<file path="src/design/stdti_pkg.sv">
// Shared widths, item types and codes for the speed-to-duty table interpolator.
package stdti_pkg;

    localparam int TABLE_ENTRIES_DEF = 385;
    localparam int SCALE_SHIFT_DEF   = 2;

    localparam int KIND_W        = 1;
    localparam int ENTRY_INDEX_W = 9;
    localparam int SPEED_W       = 16;
    localparam int DUTY_W        = 11;

    // Numerator width of the interpolation division at the default sizes
    localparam int DIV_NUM_W_DEF = SPEED_W + $clog2(TABLE_ENTRIES_DEF) + SCALE_SHIFT_DEF;

    localparam logic [KIND_W-1:0] KIND_WRITE = 1'b0;
    localparam logic [KIND_W-1:0] KIND_QUERY = 1'b1;

    typedef struct packed {
        logic [KIND_W-1:0]        kind;
        logic [ENTRY_INDEX_W-1:0] entry_index;
        logic [SPEED_W-1:0]       entry_speed;
        logic [SPEED_W-1:0]       query_speed;
    } cmd_item_t;

    typedef struct packed {
        logic [DUTY_W-1:0]        duty;
        logic [ENTRY_INDEX_W-1:0] nearest_index;
    } res_item_t;

endpackage

</file>
<file path="src/design/stdti_div.sv">
// Restoring unsigned divider, one quotient bit per cycle.
module stdti_div #(
    parameter int NUM_W = stdti_pkg::DIV_NUM_W_DEF,
    parameter int DEN_W = stdti_pkg::SPEED_W
) (
    input  logic             clk,
    input  logic             rst_n,
    input  logic             start,
    input  logic [NUM_W-1:0] num,
    input  logic [DEN_W-1:0] den,
    output logic             done,
    output logic [NUM_W-1:0] quotient
);
    import stdti_pkg::*;

    localparam int CW = $clog2(NUM_W + 1);

    logic             run_reg, run_next;
    logic             done_reg, done_next;
    logic [CW-1:0]    cnt_reg, cnt_next;
    logic [DEN_W-1:0] rem_reg, rem_next;
    logic [NUM_W-1:0] quo_reg, quo_next;
    logic [DEN_W-1:0] den_reg, den_next;
    logic [DEN_W:0]   trial;
    logic [DEN_W:0]   diff;
    logic             fits;

    // Bring down the next numerator bit and try a subtract
    always_comb
    begin
        trial = {rem_reg, quo_reg[NUM_W-1]};
        diff  = trial - {1'b0, den_reg};
        fits  = (trial >= {1'b0, den_reg});
    end

    // Load on start, then shift one bit per cycle
    always_comb
    begin
        run_next  = run_reg;
        done_next = 1'b0;
        cnt_next  = cnt_reg;
        rem_next  = rem_reg;
        quo_next  = quo_reg;
        den_next  = den_reg;
        if (start)
        begin
            run_next = 1'b1;
            cnt_next = CW'(NUM_W);
            rem_next = '0;
            quo_next = num;
            den_next = den;
        end
        else if (run_reg)
        begin
            rem_next = fits ? diff[DEN_W-1:0] : trial[DEN_W-1:0];
            quo_next = {quo_reg[NUM_W-2:0], fits};
            cnt_next = cnt_reg - CW'(1);
            if (cnt_reg == CW'(1))
            begin
                run_next  = 1'b0;
                done_next = 1'b1;
            end
        end
    end

    // Hold control state
    always_ff @(posedge clk or negedge rst_n)
    begin
        if (!rst_n)
        begin
            run_reg  <= 1'b0;
            done_reg <= 1'b0;
            cnt_reg  <= '0;
        end
        else
        begin
            run_reg  <= run_next;
            done_reg <= done_next;
            cnt_reg  <= cnt_next;
        end
    end

    // Hold datapath
    always_ff @(posedge clk)
    begin
        rem_reg <= rem_next;
        quo_reg <= quo_next;
        den_reg <= den_next;
    end

    assign done     = done_reg;
    assign quotient = quo_reg;

    a_no_restart: assert property (@(posedge clk) disable iff (!rst_n)
        start |-> !run_reg)
        else $error("divider started while still running");

endmodule

</file>
<file path="config.mk">
export PLATFORM = sky130hd
export DESIGN_NAME = stdti_div
export DESIGN_NICKNAME = d
export VERILOG_FILES = /design/src/design/stdti_pkg.sv /design/src/design/stdti_div.sv
export SDC_FILE = /design/constraint.sdc
export NUM_CORES = 1
export LEC_CHECK = 0
export BUFFER_PORTS_ARGS = -buffer_cell sky130_fd_sc_hd__buf_4
export CORE_MARGIN = 3
export CORE_UTILIZATION = 32
export DETAILED_ROUTE_END_ITERATION = 8
export REMOVE_ABC_BUFFERS = 1
export SLEW_MARGIN = 10
export SYNTH_ARGS = -nofsm -noshare
export SYNTH_HDL_FRONTEND = slang
export SYNTH_SLANG_ARGS = --single-unit
</file>
<file path="constraint.sdc">
create_clock -name clk -period 3.5 [get_ports clk]
set_clock_uncertainty 0.1 [all_clocks]
set_input_delay 0.35 -clock clk [delete_from_list [all_inputs] [get_ports clk]]
set_output_delay 0.35 -clock clk [all_outputs]
set_load 0.03 [all_outputs]
</file>
==> results.sh, run 1 <==
export IMPL_dr_pass1_iters=4
export IMPL_relSlewSlack_pct=52.9
export IMPL_hold_path_class="input port to flip-flop"
export IMPL_die_w_um=112
export IMPL_grt_max_degree=47
export IMPL_cts_root_buf="clkbuf_16"
export IMPL_cap_viol_max_count=0
export IMPL_worst_ep_required_time_ps=3600
export IMPL_rsz0062_at_grt="no"
export IMPL_final_min_clock_period_ps=2790
export IMPL_ff2ff_path_depth=8
export IMPL_ioPinCount=74
export IMPL_ir_worst_vdd_mv=0.259
export IMPL_overflow=0
export IMPL_ys_ff_latch=66
export IMPL_fmax_mhz=359
export IMPL_antenna_cells=0
export IMPL_cp_max_fo=23
export IMPL_grt_use_total_pct=12.2
export IMPL_worstHoldStart="den[15]"
export IMPL_gp_congestion=0.789
export IMPL_worst_path_buf_inv=1
export IMPL_worst_slew_pin_transition_ps=688
export IMPL_crit_path_start_kind="flip-flop"
export IMPL_grt_pass1_wl_um=12500
export IMPL_avgSynthCellArea_sq_um=11.5
export IMPL_cpLargestDelayFamily="compound AO/OA/AOI/OAI gates"
export IMPL_yosys_warnings=0
export IMPL_insertion_delay_ps=320
export IMPL_yosysSeqAreaShare_pct=49.5
export IMPL_core_area_sq_um=10900
export IMPL_die_area_sq_um=12600
export IMPL_area_growth_pct=27.4
export IMPL_final_period_utilization_pct=79.7
export IMPL_drc=0
export IMPL_fin_nets=452
export IMPL_ys_types=58
export IMPL_vias_per_cell=4.83
export IMPL_initial_core_util_pct=33.0
export IMPL_min_to="den_reg[15]$_DFFE_PP_"
export IMPL_r2r_start="den_reg[6]$_DFFE_PP_"
export IMPL_wirelength_um=7230
export IMPL_p_total_mw=2.40
export IMPL_routedWlPerCell_um=13.6
export IMPL_rrSetupSlack_ps=710
export IMPL_final_core_util_pct=42.0
export IMPL_antenna_found_initial=0
export IMPL_setup_viol=0
export IMPL_synth_area_leader_cell="edfxtp_1"
export IMPL_cts_buffers=9
export IMPL_endpoint_kind="flip-flop"
export IMPL_num_rows=38
export IMPL_yosys_top_cells_area="edfxtp_1 36%, dfxtp_1 8.9%, mux2_2 8.4%, ha_1 6.2%, dfrtp_1 4.9%"
export IMPL_syn_inst=313
export IMPL_synth_main_ff_cell="edfxtp_1"
export IMPL_worstSetupPathType="flip-flop to flip-flop"
export IMPL_port_buffer_count=73
export IMPL_r2r_end="rem_reg[1]$_SDFFE_PP0P_"
export IMPL_synth_top_area_share_pct=35.8
export IMPL_synthesis_area_sq_um=3610
export IMPL_drt_initial_drc_count=77
export IMPL_status="completed"
export IMPL_stdcell_count=532
export IMPL_hold_path_depth=1
export IMPL_cts_sinks=66
export IMPL_die_y_um=112
export IMPL_largest_reg_flops=27
export IMPL_leakage_nw=1.91
export IMPL_pwr_density_cell_nw_per_um2=522
export IMPL_cts_resized=0
export IMPL_clock_path_buffers=2
export IMPL_clk_pin_slew_worst_paths_ps=50
export IMPL_dp_cells=515
export IMPL_vias=2568
export IMPL_fin_tns_setup_ps=0
export IMPL_finalMaxSlewViolations=0
export IMPL_cts_tree="yes"
export IMPL_h_tree_depth=3
export IMPL_finalHoldViolCount=0
export IMPL_synthArstFlopShare_pct=10.6
export IMPL_max_stage_delay_ps=480
export IMPL_crit_chain="inv_1 > ha_1 > a21oi_1 > o221ai_2 > a221o_1 > a211o_4 > nor4bb_1 > or3_1"
export IMPL_synth_enable_flop_cells=43
export IMPL_critPathSlowestCell="a211o_4"
export IMPL_place_hpwl_um=5150
export IMPL_cp_data_arrival_time_ps=2890
export IMPL_drive_gt1_share_pct=33.4
export IMPL_antenna_left=0
export IMPL_grt_pass1_vias=2698
[worst max path at each step]
stage               cells after the start                 endpoint            startpoint  slack (ps)
floorplan                               8  rem_reg[1]$_SDFFE_PP0P_  den_reg[8]$_DFFE_PP_         930
global placement                        8  rem_reg[1]$_SDFFE_PP0P_  den_reg[8]$_DFFE_PP_         780
detailed placement                      8  rem_reg[1]$_SDFFE_PP0P_  den_reg[8]$_DFFE_PP_         710
CTS                                     8  rem_reg[1]$_SDFFE_PP0P_  den_reg[8]$_DFFE_PP_         690
global route                            8  rem_reg[1]$_SDFFE_PP0P_  den_reg[8]$_DFFE_PP_         580
finish                                  8  rem_reg[1]$_SDFFE_PP0P_  den_reg[6]$_DFFE_PP_         710
[metrics by stage]
step / hold WS (ps) / setup slack, ps / cell area [sq um]
after floorplan: -45.6 / 925 / 3540
after global placement: 67.5 / 781 / 4280
after detailed placement: 67.2 / 712 / 4280
after CTS: 84.0 / 694 / 4600
after global routing: 84.0 / 581 / 4600
final: 101 / 711 / 4600
[synthesized netlist by cell type (6+ instances only)]
library cell and n:
mux2i_1 8, dfxtp_1 16, nor2_1 19, o21ai_0 9, ha_1 18, a21oi_1 11
nand2b_1 6, xnor2_1 10, xor2_1 6, clkbuf_1 8, inv_1 24, dfrtp_1 7
mux2_2 27, nand2_1 15, a211oi_1 8, edfxtp_1 43, or3_1 6
[area by class of cell]
cell class	instances	area [sq um]
Timing Repair Buffer	76	573
Tap cell	140	175
Clock inverter	5	78.8
Multi-Input combinational cell	210	1660
Clock buffer	11	233
Inverter	24	90.1
Sequential cell	66	1790
Fill cell	1082	6340
[worst reg2reg max path, delay by kind of cell (launching register included)]
family | cells | cell delay [ps]
buf+inv | 1 | 40
compound gates | 4 | 1270
flops | 1 | 320
simple gates | 2 | 580
fa+ha+maj | 1 | 360
[kinds of logic after synthesis]
kind of cell	Yosys count	share of synthesized area, %
simple gates	73	10.7
compound gates	66	13.6
flops	66	49.5
buf+inv	37	4.47
mux	36	11.1
fa+ha+maj	19	6.79
xor+xnor	16	3.88
[timing repair]
item / in CTS / in global routing
setup buffers: 0 / 0
endpoints found under the hold margin: 7 / 0
hold buffers: 1 / 0
[power breakdown]
group	internal [mW]	total, mW	switching, mW	leakage, nW
Clock	0.622	0.940	0.318	0.153
Sequential	0.911	0.952	0.0413	0.649
Combinational	0.237	0.510	0.273	1.11
Total	1.77	2.40	0.632	1.91
[cells in the final DEF, fill, tap and decap left out, drive strengths merged, types with 3 or more instances in the layout]
master,Yosys,final
or3b,4,4
dfrtp,7,7
clkbuf,8,11
nor2,19,19
ha,18,18
a21oi,11,11
nand2,15,15
dfxtp,16,16
a211oi,11,11
xnor2,10,10
a31o,3,3
o21ai,11,11
nand2b,6,6
nor2b,3,3
a21o,4,4
o31ai,3,3
xor2,6,6
or3,6,6
and3,3,3
o21a,4,4
o31a,3,3
nor3,4,4
edfxtp,43,43
mux2i,8,8
inv,24,24
mux2,28,28
buf,5,75
clkinv,0,3
nand3,3,3
[metal layers]
layer / track usage [%] / share of wire (%) / wire, um
met1: 16.3 / 48 / 3450
met2: 17.3 / 42 / 3040
met3: 5.93 / 9.2 / 665
met4: 4.09 / 0.94 / 68
met5: 0 / 0 / 0
Note: power is estimated with default switching activity, not from simulation.
==> run 2: changes to the inputs <==
- clock period: 3.5 -> 2.5 ns (I/O delays scaled with it)
==> run 2 against run 1 <==
Net effect: critical path depth grew 1; final cell count up 7.3%; global-route usage grew 0.97 points; critical endpoint is now rem_reg[9]$_SDFFE_PP0P_.
==> results.sh, run 2 (synthesis gave the netlist of run 1 again) <==
export IMPL_finalHoldViolCount=0
export IMPL_worst_slew_pin_transition_ps=637
export IMPL_vias_per_cell=4.88
export IMPL_routed_top_layer="met4"
export IMPL_fmax_mhz=405
export IMPL_crit_chain="inv_2 > ha_4 > a211oi_2 > o221ai_2 > a221o_1 > a211o_4 > buf_12 > o21a_1 > a211oi_2"
export IMPL_intPower_mw=2.47
export IMPL_leakage_nw=2.09
export IMPL_holdWs_ps=118
export IMPL_multi_input_area_sq_um=1710
export IMPL_antenna_found_initial=0
export IMPL_status="completed"
export IMPL_route_met3_wl_um=624
export IMPL_overflow=0
export IMPL_area_growth_pct=38.1
export IMPL_initial_core_util_pct=33.0
export IMPL_antenna_cells=0
export IMPL_setup_viol=0
export IMPL_die_area_sq_um=12600
export IMPL_cp_data_arrival_time_ps=2630
export IMPL_grt_max_degree=41
export IMPL_critPathSlowestCell="a211o_4"
export IMPL_final_core_util_pct=45.6
export IMPL_power_switching_uw=976
export IMPL_met2_length_um=3600
export IMPL_fin_nets=491
export IMPL_final_cell_mix="97 x buf_4, 43 x edfxtp_1, 27 x mux2_2, 23 x inv_1, 19 x nor2_1"
export IMPL_insertion_delay_ps=330
export IMPL_fillers=1046
export IMPL_drc=0
export IMPL_sequentialPowerShare_pct=38.8
export IMPL_final_period_utilization_pct=98.8
export IMPL_pwr_density_cell_nw_per_um2=690
export IMPL_crit_path_frequent_cell="a211oi_2"
export IMPL_drive_gt1_share_pct=37.8
export IMPL_ir_worst_vdd_mv=0.383
export IMPL_cts_tree="yes"
export IMPL_place_ws_ps=-73.8
export IMPL_endpoint_kind="flip-flop"
export IMPL_clk_pin_slew_worst_paths_ps=60
export IMPL_wl_met1_um=3620
export IMPL_fin_tns_setup_ps=0
export IMPL_cts_root_buf="clkbuf_16"
export IMPL_rsz0062_at_grt="yes"
export IMPL_gp_congestion=0.863
export IMPL_core_area_sq_um=10900
export IMPL_grt_pass1_vias=2896
export IMPL_combPwrFrac_pct=23.9
export IMPL_final_min_clock_period_ps=2470
export IMPL_num_rows=38
export IMPL_clock_path_buffers=2
export IMPL_die_w_um=112
export IMPL_routedWlPerCell_um=13.9
export IMPL_worst_ep_required_time_ps=2660
export IMPL_largest_reg_flops=27
export IMPL_grt_pass1_wl_um=13400
export IMPL_cts_buffers=9
export IMPL_h_tree_depth=3
export IMPL_finalMaxSlewViolations=0
export IMPL_max_stage_delay_ps=390
export IMPL_antenna_left=0
export IMPL_cp_max_fo=11
export IMPL_worstSetupPathType="flip-flop to flip-flop"
export IMPL_wirelength_um=7960
export IMPL_vias=2788
export IMPL_seq_area_sq_um=1790
export IMPL_place_hpwl_um=5710
export IMPL_relSlewSlack_pct=57.5
export IMPL_ioPinCount=74
export IMPL_grt_use_total_pct=13.2
export IMPL_dr_pass1_iters=7
export IMPL_crit_path_start_kind="flip-flop"
export IMPL_clkPwrFrac_pct=37.2
export IMPL_port_buffer_count=73
export IMPL_worst_slack_ps=30.5
export IMPL_swShare_pct=28.3
export IMPL_die_y_um=112
export IMPL_drt_initial_drc_count=101
export IMPL_mostFrequentLayoutCell="buf_4"
export IMPL_hold_path_class="input port to flip-flop"
export IMPL_cap_viol_max_count=0
export IMPL_cts_sinks=66
-- run 2: cell types whose count changed in the layout (fill, tap and decap cells not counted), moves of 2 or more --
cell / previous run / this run
inv_6: 0 / 2
buf_4: 75 / 97
clkinvlp_4: 0 / 2
ha_1: 18 / 15
ha_4: 0 / 3
dlygate4sd3_1: 1 / 17
clkbuf_1: 2 / 0
-- run 2: area by class of cell --
type | instances | share of cell area, %
Clock inverter | 7 | 1.53
Tap cell | 140 | 3.51
Clock buffer | 9 | 4.52
Sequential cell | 66 | 35.8
Multi-Input combinational cell | 210 | 34.4
Timing Repair Buffer | 115 | 18.4
Inverter | 24 | 1.81
-- run 2: timing repair --
item	in CTS	in global routing
setup buffers	0	1
resized for setup	1	8
pin swaps	3	15
hold endpoints to repair	23	0
endpoints found under the setup margin	15	17
hold buffers	17	0
-- run 2: routing by layer --
layer  GRT usage, %  vias up
met2           20.1       90
met1           16.8     1307
met5              0        -
li1               -     1382
met3           5.18        9
met4           5.05        0
-- run 2: path summary, 6_finish.rpt --
kind                                         start                 endpoint  slack [ps]  depth (start not counted)
max                           den_reg[8]$_DFFE_PP_  rem_reg[9]$_SDFFE_PP0P_          30                          9
min                                        num[10]   quotient[10]$_DFFE_PP_         120                          2
max reg2reg                   den_reg[8]$_DFFE_PP_  rem_reg[9]$_SDFFE_PP0P_          30                          9
min reg2reg                rem_reg[4]$_SDFFE_PP0P_  rem_reg[4]$_SDFFE_PP0P_         410                          2
max in group asynchronous                    rst_n   cnt_reg[2]$_DFFE_PN0P_        2010                          2
min in group asynchronous                    rst_n           done$_DFF_PN0_         170                          2
-- run 2: critical path, delay by kind of cell, from the launching register on --
kind	cells	cell delay (ps)
AOI/OAI and AO/OA	6	1470
adders and majority gates	1	200
DFF	1	380
buffers and inverters	2	250
-- run 2: power groups by stage --
stage	clock network, mW	logic (mW)	registers, mW
floorplan	0	0.393	1.44
global placement	0	0.782	1.35
detailed placement	0	0.788	1.35
CTS	1.32	0.816	1.33
global route	1.37	0.907	1.35
finish	1.28	0.824	1.34
-- run 2: stage by stage --
step	power, mW	std cells	cell area (sq um)
2_1_floorplan	1.83	300	3540
3_3_place_gp	2.13	537	4450
3_5_place_dp	2.14	537	4450
4_1_cts	3.47	570	4930
5_1_grt	3.63	571	4990
6_report	3.44	571	4990
==> run 3: changes to the inputs <==
--- a/config.mk
+++ b/config.mk
@@ -6,4 +6,5 @@
 export NUM_CORES = 1
 export LEC_CHECK = 0
+export ABC_AREA = 1
 export BUFFER_PORTS_ARGS = -buffer_cell sky130_fd_sc_hd__buf_4
 export CORE_MARGIN = 3
==> constraint.sdc (replaced) <==
create_clock -name clk -period 2.5 [get_ports clk]
set_clock_uncertainty 0.1 [all_clocks]
set_input_delay 0.25 -clock clk [delete_from_list [all_inputs] [get_ports clk]]
set_output_delay 0.25 -clock clk [all_outputs]
set_load 0.05 [all_outputs]
==> run 3 against run 2 <==
Net effect: worst hold slack got worse by 38 ps; sequential power up 8%; first-iteration DRC count rose by 34%; clock power is 6% higher; critical path type unchanged.
==> results.sh, run 3 <==
export IMPL_hold_path_depth=3
export IMPL_vias_per_cell=4.60
export IMPL_cts_root_buf="clkbuf_16"
export IMPL_pwr_density_cell_nw_per_um2=934
export IMPL_clk_pin_slew_worst_paths_ps=60
export IMPL_cts_resized=0
export IMPL_endpoint_kind="flip-flop"
export IMPL_fmax_mhz=465
export IMPL_synth_enable_flop_cells=43
export IMPL_final_period_utilization_pct=86.0
export IMPL_place_hpwl_um=6570
export IMPL_ir_worst_vdd_mv=0.427
export IMPL_stdcell_count=729
export IMPL_antenna_found_initial=0
export IMPL_core_area_sq_um=11700
export IMPL_worst_slack_ps=350
export IMPL_min_to="quotient[14]$_DFFE_PP_"
export IMPL_ff2ff_path_depth=11
export IMPL_grt_use_total_pct=14.5
export IMPL_routedWlPerCell_um=12.6
export IMPL_fin_tns_setup_ps=0
export IMPL_synth_main_ff_cell="edfxtp_1"
export IMPL_status="completed"
export IMPL_cap_viol_max_count=0
export IMPL_leakage_nw=2.64
export IMPL_yosys_warnings=0
export IMPL_r2r_start="quotient[26]$_DFFE_PP_"
export IMPL_finalMaxSlewViolations=0
export IMPL_worstSetupPathType="flip-flop to flip-flop"
export IMPL_relSlewSlack_pct=41.6
export IMPL_syn_inst=490
export IMPL_synthArstFlopShare_pct=10.6
export IMPL_ioPinCount=74
export IMPL_avgSynthCellArea_sq_um=8.04
export IMPL_initial_core_util_pct=33.6
export IMPL_dr_pass1_iters=5
export IMPL_finalHoldViolCount=0
export IMPL_grt_max_degree=37
export IMPL_overflow=0
export IMPL_critPathSlowestCell="fa_1"
export IMPL_final_min_clock_period_ps=2150
export IMPL_wirelength_um=9190
export IMPL_cp_data_arrival_time_ps=2270
export IMPL_drive_gt1_share_pct=22.2
export IMPL_yosysSeqAreaShare_pct=45.4
export IMPL_yosys_top_cells_area="edfxtp_1 33%, nand2_1 19%, dfxtp_1 8.1%, ha_1 5.7%, inv_1 5.7%"
export IMPL_setup_viol=0
export IMPL_antenna_cells=0
export IMPL_largest_reg_flops=27
export IMPL_area_growth_pct=28.7
export IMPL_synth_top_area_share_pct=32.8
export IMPL_synthTopCellsByCount="204 x nand2_1, 60 x inv_1, 43 x edfxtp_1"
export IMPL_final_cell_mix="204 x nand2_1, 76 x buf_4, 60 x inv_1, 43 x edfxtp_1, 25 x nand3_1"
export IMPL_gp_congestion=0.895
export IMPL_drt_initial_drc_count=135
export IMPL_insertion_delay_ps=340
export IMPL_post_cts_buffers=0
export IMPL_mostFrequentLayoutCell="nand2_1"
export IMPL_synth_area_leader_cell="edfxtp_1"
export IMPL_grt_pass1_vias=3349
export IMPL_fin_nets=646
export IMPL_rrSetupSlack_ps=350
export IMPL_place_ws_ps=356
export IMPL_hold_path_class="input port to flip-flop"
export IMPL_synth_most_common_cell="nand2_1"
export IMPL_intPower_mw=2.93
export IMPL_cp_max_fo=3
export IMPL_synthesis_area_sq_um=3940
export IMPL_ys_ff_latch=66
export IMPL_cts_sinks=66
export IMPL_die_w_um=117
export IMPL_sequentialPowerShare_pct=30.8
export IMPL_antenna_left=0
export IMPL_die_y_um=117
export IMPL_clkPwrFrac_pct=28.8
export IMPL_worst_ep_required_time_ps=2620
export IMPL_h_tree_depth=3
export IMPL_cts_tree="yes"
export IMPL_drc=0
export IMPL_worstHoldStart="num[14]"
export IMPL_swShare_pct=38.0
export IMPL_crit_path_start_kind="flip-flop"
export IMPL_vias=3351
export IMPL_rsz0062_at_grt="no"
export IMPL_clock_path_buffers=2
export IMPL_cts_buffers=9
export IMPL_crit_chain="inv_1 > ha_1 > fa_1 > o21bai_1 > nand2_1 > nand3_1 > nand2_1 > nand2_1 > nand2_1 > nand3_1 > nand2_1"
export IMPL_grt_pass1_wl_um=15600
export IMPL_num_rows=39
export IMPL_r2r_end="rem_reg[12]$_SDFFE_PP0P_"
export IMPL_crit_path_frequent_cell="nand2_1"
export IMPL_p_total_mw=4.73
export IMPL_combPwrFrac_pct=40.4
export IMPL_power_switching_mw=1.80
export IMPL_die_area_sq_um=13700
export IMPL_max_stage_delay_ps=440
export IMPL_ys_types=38
export IMPL_worst_slew_pin_transition_ps=875
export IMPL_port_buffer_count=73
export IMPL_dp_cells=696
[run 3: cell types whose count changed after synthesis, moves of 7 or more]
cell and delta:
a211oi_1 -8, inv_1 +36, inv_2 +7, mux2_2 -27
mux2i_1 -8, nand2_1 +189, nand2_2 +15, nand3_1 +22
nand3b_1 +15
[run 3: cells by family (layout without fill, tap and decap cells)]
logic type / Yosys count / after routing / share of synthesized area, %
compound gates: 21 / 21 / 3.02
xor+xnor: 6 / 6 / 1.33
fa+ha+maj: 19 / 19 / 6.23
buf+inv: 81 / 177 / 9.34
flops: 66 / 66 / 45.4
simple gates: 297 / 297 / 34.7
[run 3: worst max path at each step]
stage,start,endpoint,slack [ps]
after floorplan,quotient[26]$_DFFE_PP_,rem_reg[12]$_SDFFE_PP0P_,280
after global placement,quotient[26]$_DFFE_PP_,rem_reg[12]$_SDFFE_PP0P_,360
after detailed placement,quotient[26]$_DFFE_PP_,rem_reg[12]$_SDFFE_PP0P_,360
after CTS,quotient[26]$_DFFE_PP_,rem_reg[12]$_SDFFE_PP0P_,330
after global routing,quotient[26]$_DFFE_PP_,rem_reg[12]$_SDFFE_PP0P_,170
final,quotient[26]$_DFFE_PP_,rem_reg[12]$_SDFFE_PP0P_,350
[run 3: timing repair]
action	in CTS	in global routing
hold buffers	17	0
setup endpoints to repair	0	0
hold endpoints to repair	23	0
[run 3: metal layers]
layer | global-route usage (%) | wire length [um] | vias to the layer above
met2 | 22.8 | 4120 | 92
met5 | 0 | 0 | -
met1 | 18.2 | 4150 | 1514
met3 | 6.17 | 803 | 9
met4 | 4.51 | 114 | 0
li1 | - | - | 1736
[run 3: worst max-delay path: cells and delay by family, from the launching register on]
| kind | cells | cell delay (ps) |
|---|---|---|
| buf+inv | 1 | 70 |
| fa+ha+maj | 2 | 670 |
| compound gates | 1 | 350 |
| flops | 1 | 350 |
| simple gates | 7 | 490 |
[run 3: cell type report]
cell class                      count  area (sq um)
Sequential cell                    66          1790
Timing Repair Buffer               93           741
Multi-Input combinational cell    343          1780
Inverter                           68           258
Fill cell                        1208          6650
Clock buffer                       10           229
Tap cell                          143           179
Clock inverter                      6          90.1
[run 3: power by group through the flow]
stage          clock [mW]  sequential (mW)  combinational, mW
6_report             1.36             1.45               1.91
5_1_grt              1.43             1.48               2.15
4_1_cts              1.40             1.46               1.92
3_5_place_dp            0             1.47               1.89
3_3_place_gp            0             1.47               1.87
2_1_floorplan           0             1.61               1.29
[run 3: per-stage QoR]
stage          utilization, %  instance area (sq um)  hold WS [ps]
3_3_place_gp             39.1                   4580         -33.1
3_5_place_dp             39.1                   4580         -30.3
5_1_grt                  43.3                   5070          79.5
6_report                 43.3                   5070          79.2
2_1_floorplan               -                   3830          -146
4_1_cts                  43.3                   5070          68.2
